## src/igai_pkg.sv

```systemverilog
// Shared types and constants for the IMU gyro/accel interpolator.
`default_nettype none

package igai_pkg;

    localparam int AXES   = 3;
    localparam int TIME_W = 64;
    localparam int AXIS_W = 32;
    localparam int CFG_W  = 32;
    localparam int ADDR_W = 3;

    localparam logic [7:0] WARMUP_RESET  = 8'd10;
    localparam logic       PREVIEW_RESET = 1'b1;

    typedef enum logic {
        REG_WARMUP_SAMPLES = 1'b0,
        REG_PREVIEW_MODE   = 1'b1
    } reg_index_t;

    typedef enum logic {
        CMD_GYRO  = 1'b0,
        CMD_ACCEL = 1'b1
    } cmd_t;

    typedef enum logic [2:0] {
        L_IDLE,
        L_PREP,
        L_MUL_LO,
        L_MUL_HI,
        L_ADD,
        L_DIV,
        L_FIN,
        L_DONE
    } lane_state_t;

    typedef enum logic {
        S_IDLE,
        S_BUSY
    } ctrl_state_t;

    // Timestamps handed to each lane: accel time, window start, window end.
    typedef struct packed {
        logic [TIME_W-1:0] ta;
        logic [TIME_W-1:0] t0;
        logic [TIME_W-1:0] t1;
    } igai_times_t;

    typedef struct packed {
        logic [TIME_W-1:0]             fused_time;
        logic [AXES-1:0][AXIS_W-1:0]   accel;
        logic [AXES-1:0][AXIS_W-1:0]   gyro;
    } igai_result_t;

endpackage

`default_nettype wire

```

## src/igai_merge.sv

```systemverilog
// Merge stage: packs lane results with the accel sample into the output register.
`default_nettype none

module igai_merge (
    input  logic                                           clk,
    input  logic                                           rst_n,
    input  logic                                           load,
    input  logic [igai_pkg::TIME_W-1:0]                    fused_time,
    input  logic [igai_pkg::AXES-1:0][igai_pkg::AXIS_W-1:0] accel,
    input  logic [igai_pkg::AXES-1:0][igai_pkg::AXIS_W-1:0] gyro,
    input  logic                                           out_ready,
    output logic                                           can_load,
    output logic                                           out_valid,
    output igai_pkg::igai_result_t                         dout
);
    import igai_pkg::*;

    logic         valid_reg, valid_next;
    igai_result_t data_reg;

    assign can_load = !valid_reg || out_ready;

    always_comb
    begin
        valid_next = valid_reg;
        if (load)
        begin
            valid_next = 1'b1;
        end
        else if (out_ready)
        begin
            valid_next = 1'b0;
        end
    end

    always_ff @(posedge clk or negedge rst_n)
    begin
        if (!rst_n)
        begin
            valid_reg <= 1'b0;
        end
        else
        begin
            valid_reg <= valid_next;
        end
    end

    always_ff @(posedge clk)
    begin
        if (load)
        begin
            data_reg.fused_time <= fused_time;
            data_reg.accel      <= accel;
            data_reg.gyro       <= gyro;
        end
    end

    assign out_valid = valid_reg;
    assign dout      = data_reg;

endmodule

`default_nettype wire

```

## config.mk

```make
export PLATFORM = sky130hd
export DESIGN_NAME = igai_merge
export DESIGN_NICKNAME = d
export VERILOG_FILES = /design/src/igai_pkg.sv /design/src/igai_merge.sv
export SDC_FILE = /design/constraint.sdc
export NUM_CORES = 1
export LEC_CHECK = 0
export BUFFER_PORTS_ARGS = -buffer_cell sky130_fd_sc_hd__buf_2
export CORE_AREA = 2 2 204 206
export DETAILED_ROUTE_END_ITERATION = 10
export DIE_AREA = 0 0 206 208
export GPL_ROUTABILITY_DRIVEN = 1
export SYNTH_ARGS = -nofsm -noshare
export SYNTH_HDL_FRONTEND = slang
export SYNTH_SLANG_ARGS = --single-unit
export TNS_END_PERCENT = 30
```

## constraint.sdc

```tcl
create_clock -name clk -period 1.2 [get_ports clk]
set_input_delay 0.18 -clock clk [delete_from_list [all_inputs] [get_ports clk]]
set_output_delay 0.18 -clock clk [all_outputs]
set_load 0.02 [all_outputs]
```

==> results of run 1 <==
## flip-flops by register name, summed over array words and instances, names as in the netlist
register and count:
dout 256, out_valid 1
## power groups by stage
stage	Clock, mW	Combinational [mW]	Sequential [mW]
floorplan	0	0.00962	12.0
global placement	0	2.39	11.0
detailed placement	0	2.41	11.1
CTS	9.06	3.26	10.9
global route	9.42	3.56	11.0
finish	8.76	3.37	10.9
## path summary, 6_finish.rpt
check | cells after the start | end | slack (ps) | startpoint
setup / recovery | 1 | dout[107] | -170 | dout[107]
hold / removal | 2 | dout[115] | 30 | load
setup reg to reg | 4 | out_valid | 340 | out_valid
hold reg to reg | 4 | out_valid | 790 | out_valid
max in group asynchronous | 3 | out_valid | 620 | rst_n
min in group asynchronous | 3 | out_valid | 480 | rst_n
## synthesized netlist by cell type (all sizes together)
library cell	instances
dfrtp	1
edfxtp	256
nand2b	2
## final cells by class
class | instances | area [um2] | share of cell area
Clock inverter | 14 | 182.7 | 0.01186
Multi-Input combinational cell | 2 | 22.52 | 0.001462
Timing Repair Buffer | 805 | 6043 | 0.3924
Clock buffer | 37 | 755.7 | 0.04907
Tap cell | 532 | 665.6 | 0.04322
Antenna cell | 7 | 17.52 | 0.001137
Sequential cell | 257 | 7712 | 0.5008
## per-stage QoR
step                cells  instance area, um2  total power [mW]
detailed placement   1336               11260             13.46
finish               1654               15400             23.07
CTS                  1646               15170             23.24
global route         1651               15390             23.97
global placement     1336               11260             13.43
floorplan             259                7735             11.99
## kinds of logic (layout without fill, tap and decap cells)
logic type             count (synthesis)  count (layout)  synth area share
buffers and inverters                  0             856                 0
and+or+nand+nor                        2               2          0.002911
other                                  0               7                 0
DFF                                  257             257            0.9971
## metal layers
layer / track usage / up-vias / routed length (um)
li1: - / 2743 / -
met3: 0.04950 / 58 / 2941
met1: 0.1188 / 2820 / 9615
met2: 0.2212 / 364 / 14270
met4: 0.04286 / 2 / 919
met5: 0 / - / 14
## repair_timing
item | in CTS | in global routing
endpoints found under the hold margin | 258 | 0
resized for setup | 124 | 65
gates cloned | 0 | 0
buffers inserted | 1 | 1
pin swaps | 0 | 0
setup endpoints to repair | 258 | 258
hold buffers | 258 | 0
==> impl_metrics.csv, run 1 <==
group,metric,value,unit
critical_path,path_cells,"buf_6",
finish,mostFrequentLayoutCell,"buf_2",
critical_path,slowest_stage,"edfxtp_1",
timing,rsz0062_at_grt,"yes",
critical_path,path_buf_inv,1,
place,place_hpwl,19.06,mm
critical_path,crit_type,"reg2out",
finish,layout_common_cells,"buf_2 (422), dlygate4sd3_1 (258), edfxtp_1 (256)",
synth,synth_top_area_share,0.9939,
timing,fin_skew,0,ps
grt,grt_max_degree,32,
synth,syn-num-nets,519,
clock_tree,cts_max_level,1,
synth,synthesis.area,0.007735,mm2
place,gp_congestion,0.7729,
timing,setup_ws,-172.5,ps
pwr,seq_power_share,0.474,
pwr,p_comb_frac,0.146,
synth,syn_inst,259,
drt,drtIter0Drc,224,
timing,tns,-15870,ps
pwr,power_density,1498,mW/mm2
place,place_ws,174.0,ps
floorplan,dieArea,0.04285,mm2
min_path,hold_class,"in2reg",
critical_path,cp.arrival,1190,ps
synth,synth.distinct_cells,4,
pwr,ir_drop,1.038,mV
clock_tree,clock_latency,540,ps
clock_tree,cts_sinks,257,
floorplan,io_pins,518,
drt,ant_nets,0,
timing,period_share,1.144,
outcome,violations,"negative setup slack",
floorplan,core,0.04055,mm2
critical_path,cp.required,1020,ps
clock_tree,numCtsBuffers,28,
timing,setup_violations,258,
drt,drc_errors,0,
synth,ys_seq_elements,257,
finish,final_util,0.3797,
grt,antenna_found_initial,7,
outcome,status,"complete, but fails checks",
synth,ys_seq_area_frac,0.9971,
synth,ys_warn_count,0,
run,cap_violations,0,
grt,first_global_vias,6739,
timing,slew_headroom,0.7213,
finish,fill_cells,3708,
timing,clock.fmax,0.7286,GHz
drt,wl_per_cell,16.78,um
clock_tree,cts_tree,"built",
synth,synth_top_area_cell,"edfxtp_1",
drt,vias_per_cell,3.620,
critical_path,worstPathMaxFanout,1,
drt,drt_pre_antenna_iters,4,
clock_tree,path_clk_slew,60,ps
finish,syn_to_final_growth,99.09,%
critical_path,slowest_delay,470,ps
floorplan,rows,74,
place,port_buffers,517,
grt,track_usage,0.1199,
critical_path,cp_top_family,"flip-flops",
critical_path,cp-start-kind,"register",
finish,drive_above_1_share,0.5283,
grt,grt_pass1_wl,38.34,mm
grt,overflow,0,
timing,hold_violations,0,
finish,nets,1354,
pwr,p_int,17.63,mW
pwr,switching_share,0.2358,
timing,whs,28.06,ps
synth,synthTopCellsByArea,"edfxtp_1 (99%), dfrtp_1 (0.32%), nand2b_4 (0.18%)",
pwr,cellLeakagePower,6.453,nW
critical_path,endpoint_kind,"primary output",
floorplan,initial_utilization,0.1907,
clock_tree,clockBufferDepth,3,
drt,via_count,5987,
pwr,clkPwrFrac,0.380,
pwr,netSwitchingPower,5.440,mW
clock_tree,cts_root_buffer,"clkbuf_16",
floorplan,die_x,206,um
timing,period_needed,1373,ps
drt,wirelength,27.76,mm
synth,avgSynthCellArea,29.86,um2
floorplan,dieHeight,208,um
timing,maxSlewViolCount,0,
timing,worst_pin_slew,418.1,ps
Note: power is estimated with default switching activity, not from simulation.
==> inputs of run 2 (changes only) <==
- PLACE_DENSITY: not set -> 0.43
- clock period: 1.2 -> 1.58 ns (I/O delays scaled with it)
==> impl_metrics.csv, run 2 (synthesized netlist as in run 1, its figures left out) <==
group,metric,value,unit
min_path,min_path_cells,1,
critical_path,slowest_stage,"dlygate4sd3_1",
drt,via_count,5824,
finish,fill_cells,3916,
critical_path,worstPathMaxFanout,2,
floorplan,dieArea,0.04285,mm2
floorplan,io_pins,518,
critical_path,crit_type,"in2out",
outcome,status,"completed",
clock_tree,clockBufferDepth,3,
critical_path,cp_num_cells,4,
min_path,hold_class,"in2reg",
drt,wirelength,25.19,mm
timing,slew_headroom,0.7525,
clock_tree,numCtsBuffers,27,
pwr,power_density,1120,mW/mm2
finish,layout_common_cells,"buf_2 (516), dlygate4sd3_1 (259), edfxtp_1 (256)",
clock_tree,cts_sinks,257,
critical_path,cp_top_family,"buffers and inverters",
critical_path,cp_common_cell,"buf_2",
timing,clock.fmax,0.6985,GHz
finish,mostFrequentLayoutCell,"buf_2",
clock_tree,cts_max_level,1,
clock_tree,cts_tree,"built",
timing,tns,0,ps
grt,track_usage,0.1095,
drt,drtIter0Drc,244,
clock_tree,cts_resized,0,
finish,multi_input_area,22.52,um2
pwr,cellLeakagePower,6.124,nW
critical_path,path_cells,"dlygate4sd3_1 > buf_2 > nand2b_4 > buf_2",
drt,ant_nets,0,
place,port_buffers,517,
clock_tree,cts_root_buffer,"clkbuf_16",
floorplan,core,0.04055,mm2
critical_path,cp-start-kind,"input port",
timing,rsz0062_at_grt,"no",
timing,maxSlewViolCount,0,
drt,drc_errors,0,
pwr,ir_drop,0.8655,mV
floorplan,rows,74,
finish,seq_area,0.007712,mm2
drt,vias_per_cell,3.571,
grt,grt_max_degree,41,
critical_path,cp.required,1340,ps
timing,hold_violations,0,
clock_tree,hold_buffers,259,
pwr,p_total,16.29,mW
critical_path,reg2regPathDepth,2,
finish,syn_to_final_growth,88.00,%
critical_path,endpoint_kind,"primary output",
clock_tree,clock_latency,540,ps
place,gp_congestion,0.7938,
critical_path,cp.arrival,1190,ps
floorplan,dieHeight,208,um
floorplan,die_x,206,um
finish,largest_register_ffs,256,
finish,nets,1339,
clock_tree,post-cts-setup-buffers,0,
floorplan,initial_utilization,0.1907,
timing,worst_pin_slew,371.3,ps
grt,overflow,0,
timing,period_share,0.9061,
drt,drt_pre_antenna_iters,4,
grt,antenna_found_initial,2,
timing,period_needed,1432,ps
clock_tree,path_clk_slew,60,ps
grt,grt_pass1_wl,35.99,mm
grt,first_global_vias,6509,
finish,drive_above_1_share,0.5187,
drt,wl_per_cell,15.45,um
critical_path,slowest_delay,550,ps
run,cap_violations,0,
critical_path,path_buf_inv,3,
place,place_hpwl,17.56,mm
timing,setup_violations,0,
timing,fin_skew,0,ps
==> run 2: cell types whose count changed in the layout (fill, tap and decap cells not counted), moves of 2 or more <==
cell        delta
buf_2         +94
buf_4         -14
buf_6         -94
bufinv_16      -4
clkbuf_1       +2
clkbuf_16      -2
clkbuf_8       +4
clkinv_2       +2
clkinvlp_4     -2
diode_2        -5
inv_6          -2
==> run 2: worst paths after layout <==
path	start	end	slack, ps
max	out_ready	can_load	150
max reg2reg	out_valid	out_valid	940
max in group asynchronous	rst_n	out_valid	910
min in group asynchronous	rst_n	out_valid	560
min reg2reg	out_valid	out_valid	530
min	load	dout[96]	120
==> run 2: stage by stage <==
stage	area, um2	hold WS (ps)	util	instances	setup slack (ps)
after floorplan	7735	-58.59	-	259	747.2
after global placement	11150	12.96	0.2749	1323	363.9
after detailed placement	11150	13.47	0.2749	1323	346.2
after CTS	14540	108.4	0.3584	1629	122.7
after global routing	14540	110.0	0.3586	1631	113.2
final	14540	121.0	0.3586	1631	148.4
==> run 2: routing by layer <==
layer	wire, um	track usage
met1	8813	0.1108
met2	13260	0.2062
met3	2211	0.03665
met4	907	0.03867
met5	0	0
==> run 2: layout make-up <==
type | instances | share of cell area
timing repair buffer | 791 | 0.3672
multi-input combinational | 2 | 0.001549
antenna | 2 | 0.0003442
tap | 532 | 0.04578
clock inverter | 6 | 0.001893
clock buffer | 41 | 0.05283
sequential | 257 | 0.5304
==> run 2: where the power goes <==
group	internal [mW]	switching [mW]
logic	1.02	1.27
registers	8.10	0.138
clock network	3.31	2.45
==> inputs of run 3 (changes only) <==
- PLACE_DENSITY: 0.43 -> 0.53
==> impl_metrics.csv, run 3 (synthesized netlist as in run 1, its figures left out) <==
group,metric,value,unit
place,gp_congestion,0.7450,
floorplan,dieArea,0.04285,mm2
timing,tns,0,ps
drt,ant_nets,0,
timing,slew_headroom,0.7372,
finish,fill_cells,3798,
clock_tree,cts_tree,"built",
pwr,p_int,12.27,mW
critical_path,cp-start-kind,"input port",
grt,grt_pass1_wl,35.71,mm
finish,layout_common_cells,"buf_2 (516), dlygate4sd3_1 (259), edfxtp_1 (256)",
timing,setup_violations,0,
finish,final_util,0.3602,
clock_tree,cts_root_buffer,"clkbuf_16",
clock_tree,numCtsBuffers,27,
critical_path,reg2regPathDepth,2,
timing,period_share,0.9035,
finish,largest_register_ffs,256,
critical_path,r2r_slack,940,ps
pwr,cellLeakagePower,6.165,nW
pwr,clkPwrFrac,0.349,
timing,clock.fmax,0.7005,GHz
critical_path,cp.arrival,1190,ps
outcome,violations,"negative hold slack",
clock_tree,clockBufferDepth,3,
floorplan,io_pins,518,
floorplan,initial_utilization,0.1907,
min_path,worstHoldStart,"gyro[6]",
critical_path,cp.required,1340,ps
pwr,switching_share,0.2438,
place,place_hpwl,17.71,mm
drt,wirelength,25.36,mm
clock_tree,hold_buffers,259,
grt,first_global_vias,6381,
drt,wl_per_cell,15.48,um
drt,via_count,5899,
clock_tree,cts_resized,0,
min_path,hold_class,"in2reg",
run,cap_violations,0,
clock_tree,path_clk_slew,60,ps
timing,rsz0062_at_grt,"no",
critical_path,r2r-start,"out_valid",
floorplan,core,0.04055,mm2
timing,setup_ws,152.4,ps
timing,whs,-13.32,ps
finish,nets,1347,
pwr,netSwitchingPower,3.955,mW
outcome,status,"complete, but fails checks",
drt,vias_per_cell,3.601,
finish,syn_to_final_growth,88.86,%
pwr,ir_drop,0.8462,mV
floorplan,rows,74,
timing,fin_skew,0,ps
pwr,p_comb_frac,0.142,
pwr,power_density,1111,mW/mm2
place,place_ws,406.2,ps
drt,drtIter0Drc,228,
drt,drt_pre_antenna_iters,6,
pwr,seq_power_share,0.509,
clock_tree,post-cts-setup-buffers,0,
finish,drive_above_1_share,0.5253,
critical_path,worst_r2r_endpoint,"out_valid",
floorplan,die_x,206,um
min_path,hold_path_end,"dout[6]",
critical_path,endpoint_kind,"primary output",
place,port_buffers,517,
clock_tree,cts_max_level,1,
timing,hold_violations,1,
floorplan,dieHeight,208,um
drt,drc_errors,0,
timing,period_needed,1428,ps
clock_tree,clock_latency,540,ps
timing,maxSlewViolCount,0,
critical_path,worstPathMaxFanout,2,
grt,track_usage,0.1094,
grt,antenna_found_initial,2,
grt,grt_max_degree,69,
clock_tree,cts_sinks,257,
grt,overflow,0,
finish,n_antenna_cell,0,
min_path,min_path_cells,1,
finish,mostFrequentLayoutCell,"buf_2",
timing,worst_pin_slew,394.2,ps
critical_path,crit_type,"in2out",
==> run 3: changes by cell type in the layout (fill, tap and decap cells not counted), moves of 3 or more <==
cell	previous run	this run
clkinv_1	2	5
buf_4	12	18
clkbuf_8	4	0
clkbuf_1	10	4
clkinv_2	4	8
==> run 3: worst max path at each step <==
stage                     startpoint   endpoint  cells past startpoint
after CTS                  out_valid   can_load                      2
final                      out_ready   can_load                      4
after global placement          load  dout[251]                      3
after floorplan            out_valid   can_load                      1
after global routing       out_valid   can_load                      2
after detailed placement        load  dout[108]                      3
==> run 3: area by class of cell <==
cell class,count,area [um2],area share
Clock buffer,31,690.7,0.04728
Clock inverter,17,91.34,0.006253
Multi-Input combinational cell,2,22.52,0.001542
Sequential cell,257,7712,0.5280
Tap cell,532,665.6,0.04557
Timing Repair Buffer,799,5425,0.3714
==> run 3: power by group through the flow <==
stage	Combinational [mW]	Clock [mW]	Sequential (mW)
after floorplan	0.00731	0	9.10
after global placement	1.80	0	8.38
after detailed placement	1.80	0	8.39
after CTS	2.31	5.90	8.25
after global routing	2.45	6.13	8.30
final	2.30	5.67	8.25
==> run 3: critical path, stage by stage <==
cell	delay [ps]
dlygate4sd3_1	540
buf_2	130
nand2b_4	130
buf_2	150
==> run 3: layer usage <==
| layer | vias up | track usage | part of all wire |
|---|---|---|---|
| met5 | - | 0 | 0.00055 |
| met4 | 2 | 0.03202 | 0.028 |
| met3 | 44 | 0.03650 | 0.098 |
| met2 | 357 | 0.2012 | 0.50 |
| met1 | 2775 | 0.1174 | 0.37 |
| li1 | 2721 | - | - |
==> run 3: per-stage QoR <==
stage	hold WS [ps]	std cells	cell area, um2	power (mW)
finish	-13.32	1638	14610	16.22
global placement	13.64	1331	11230	10.17
CTS	12.97	1638	14610	16.47
detailed placement	15.06	1331	11230	10.19
floorplan	-58.59	259	7735	9.104
global route	19.28	1638	14610	16.88
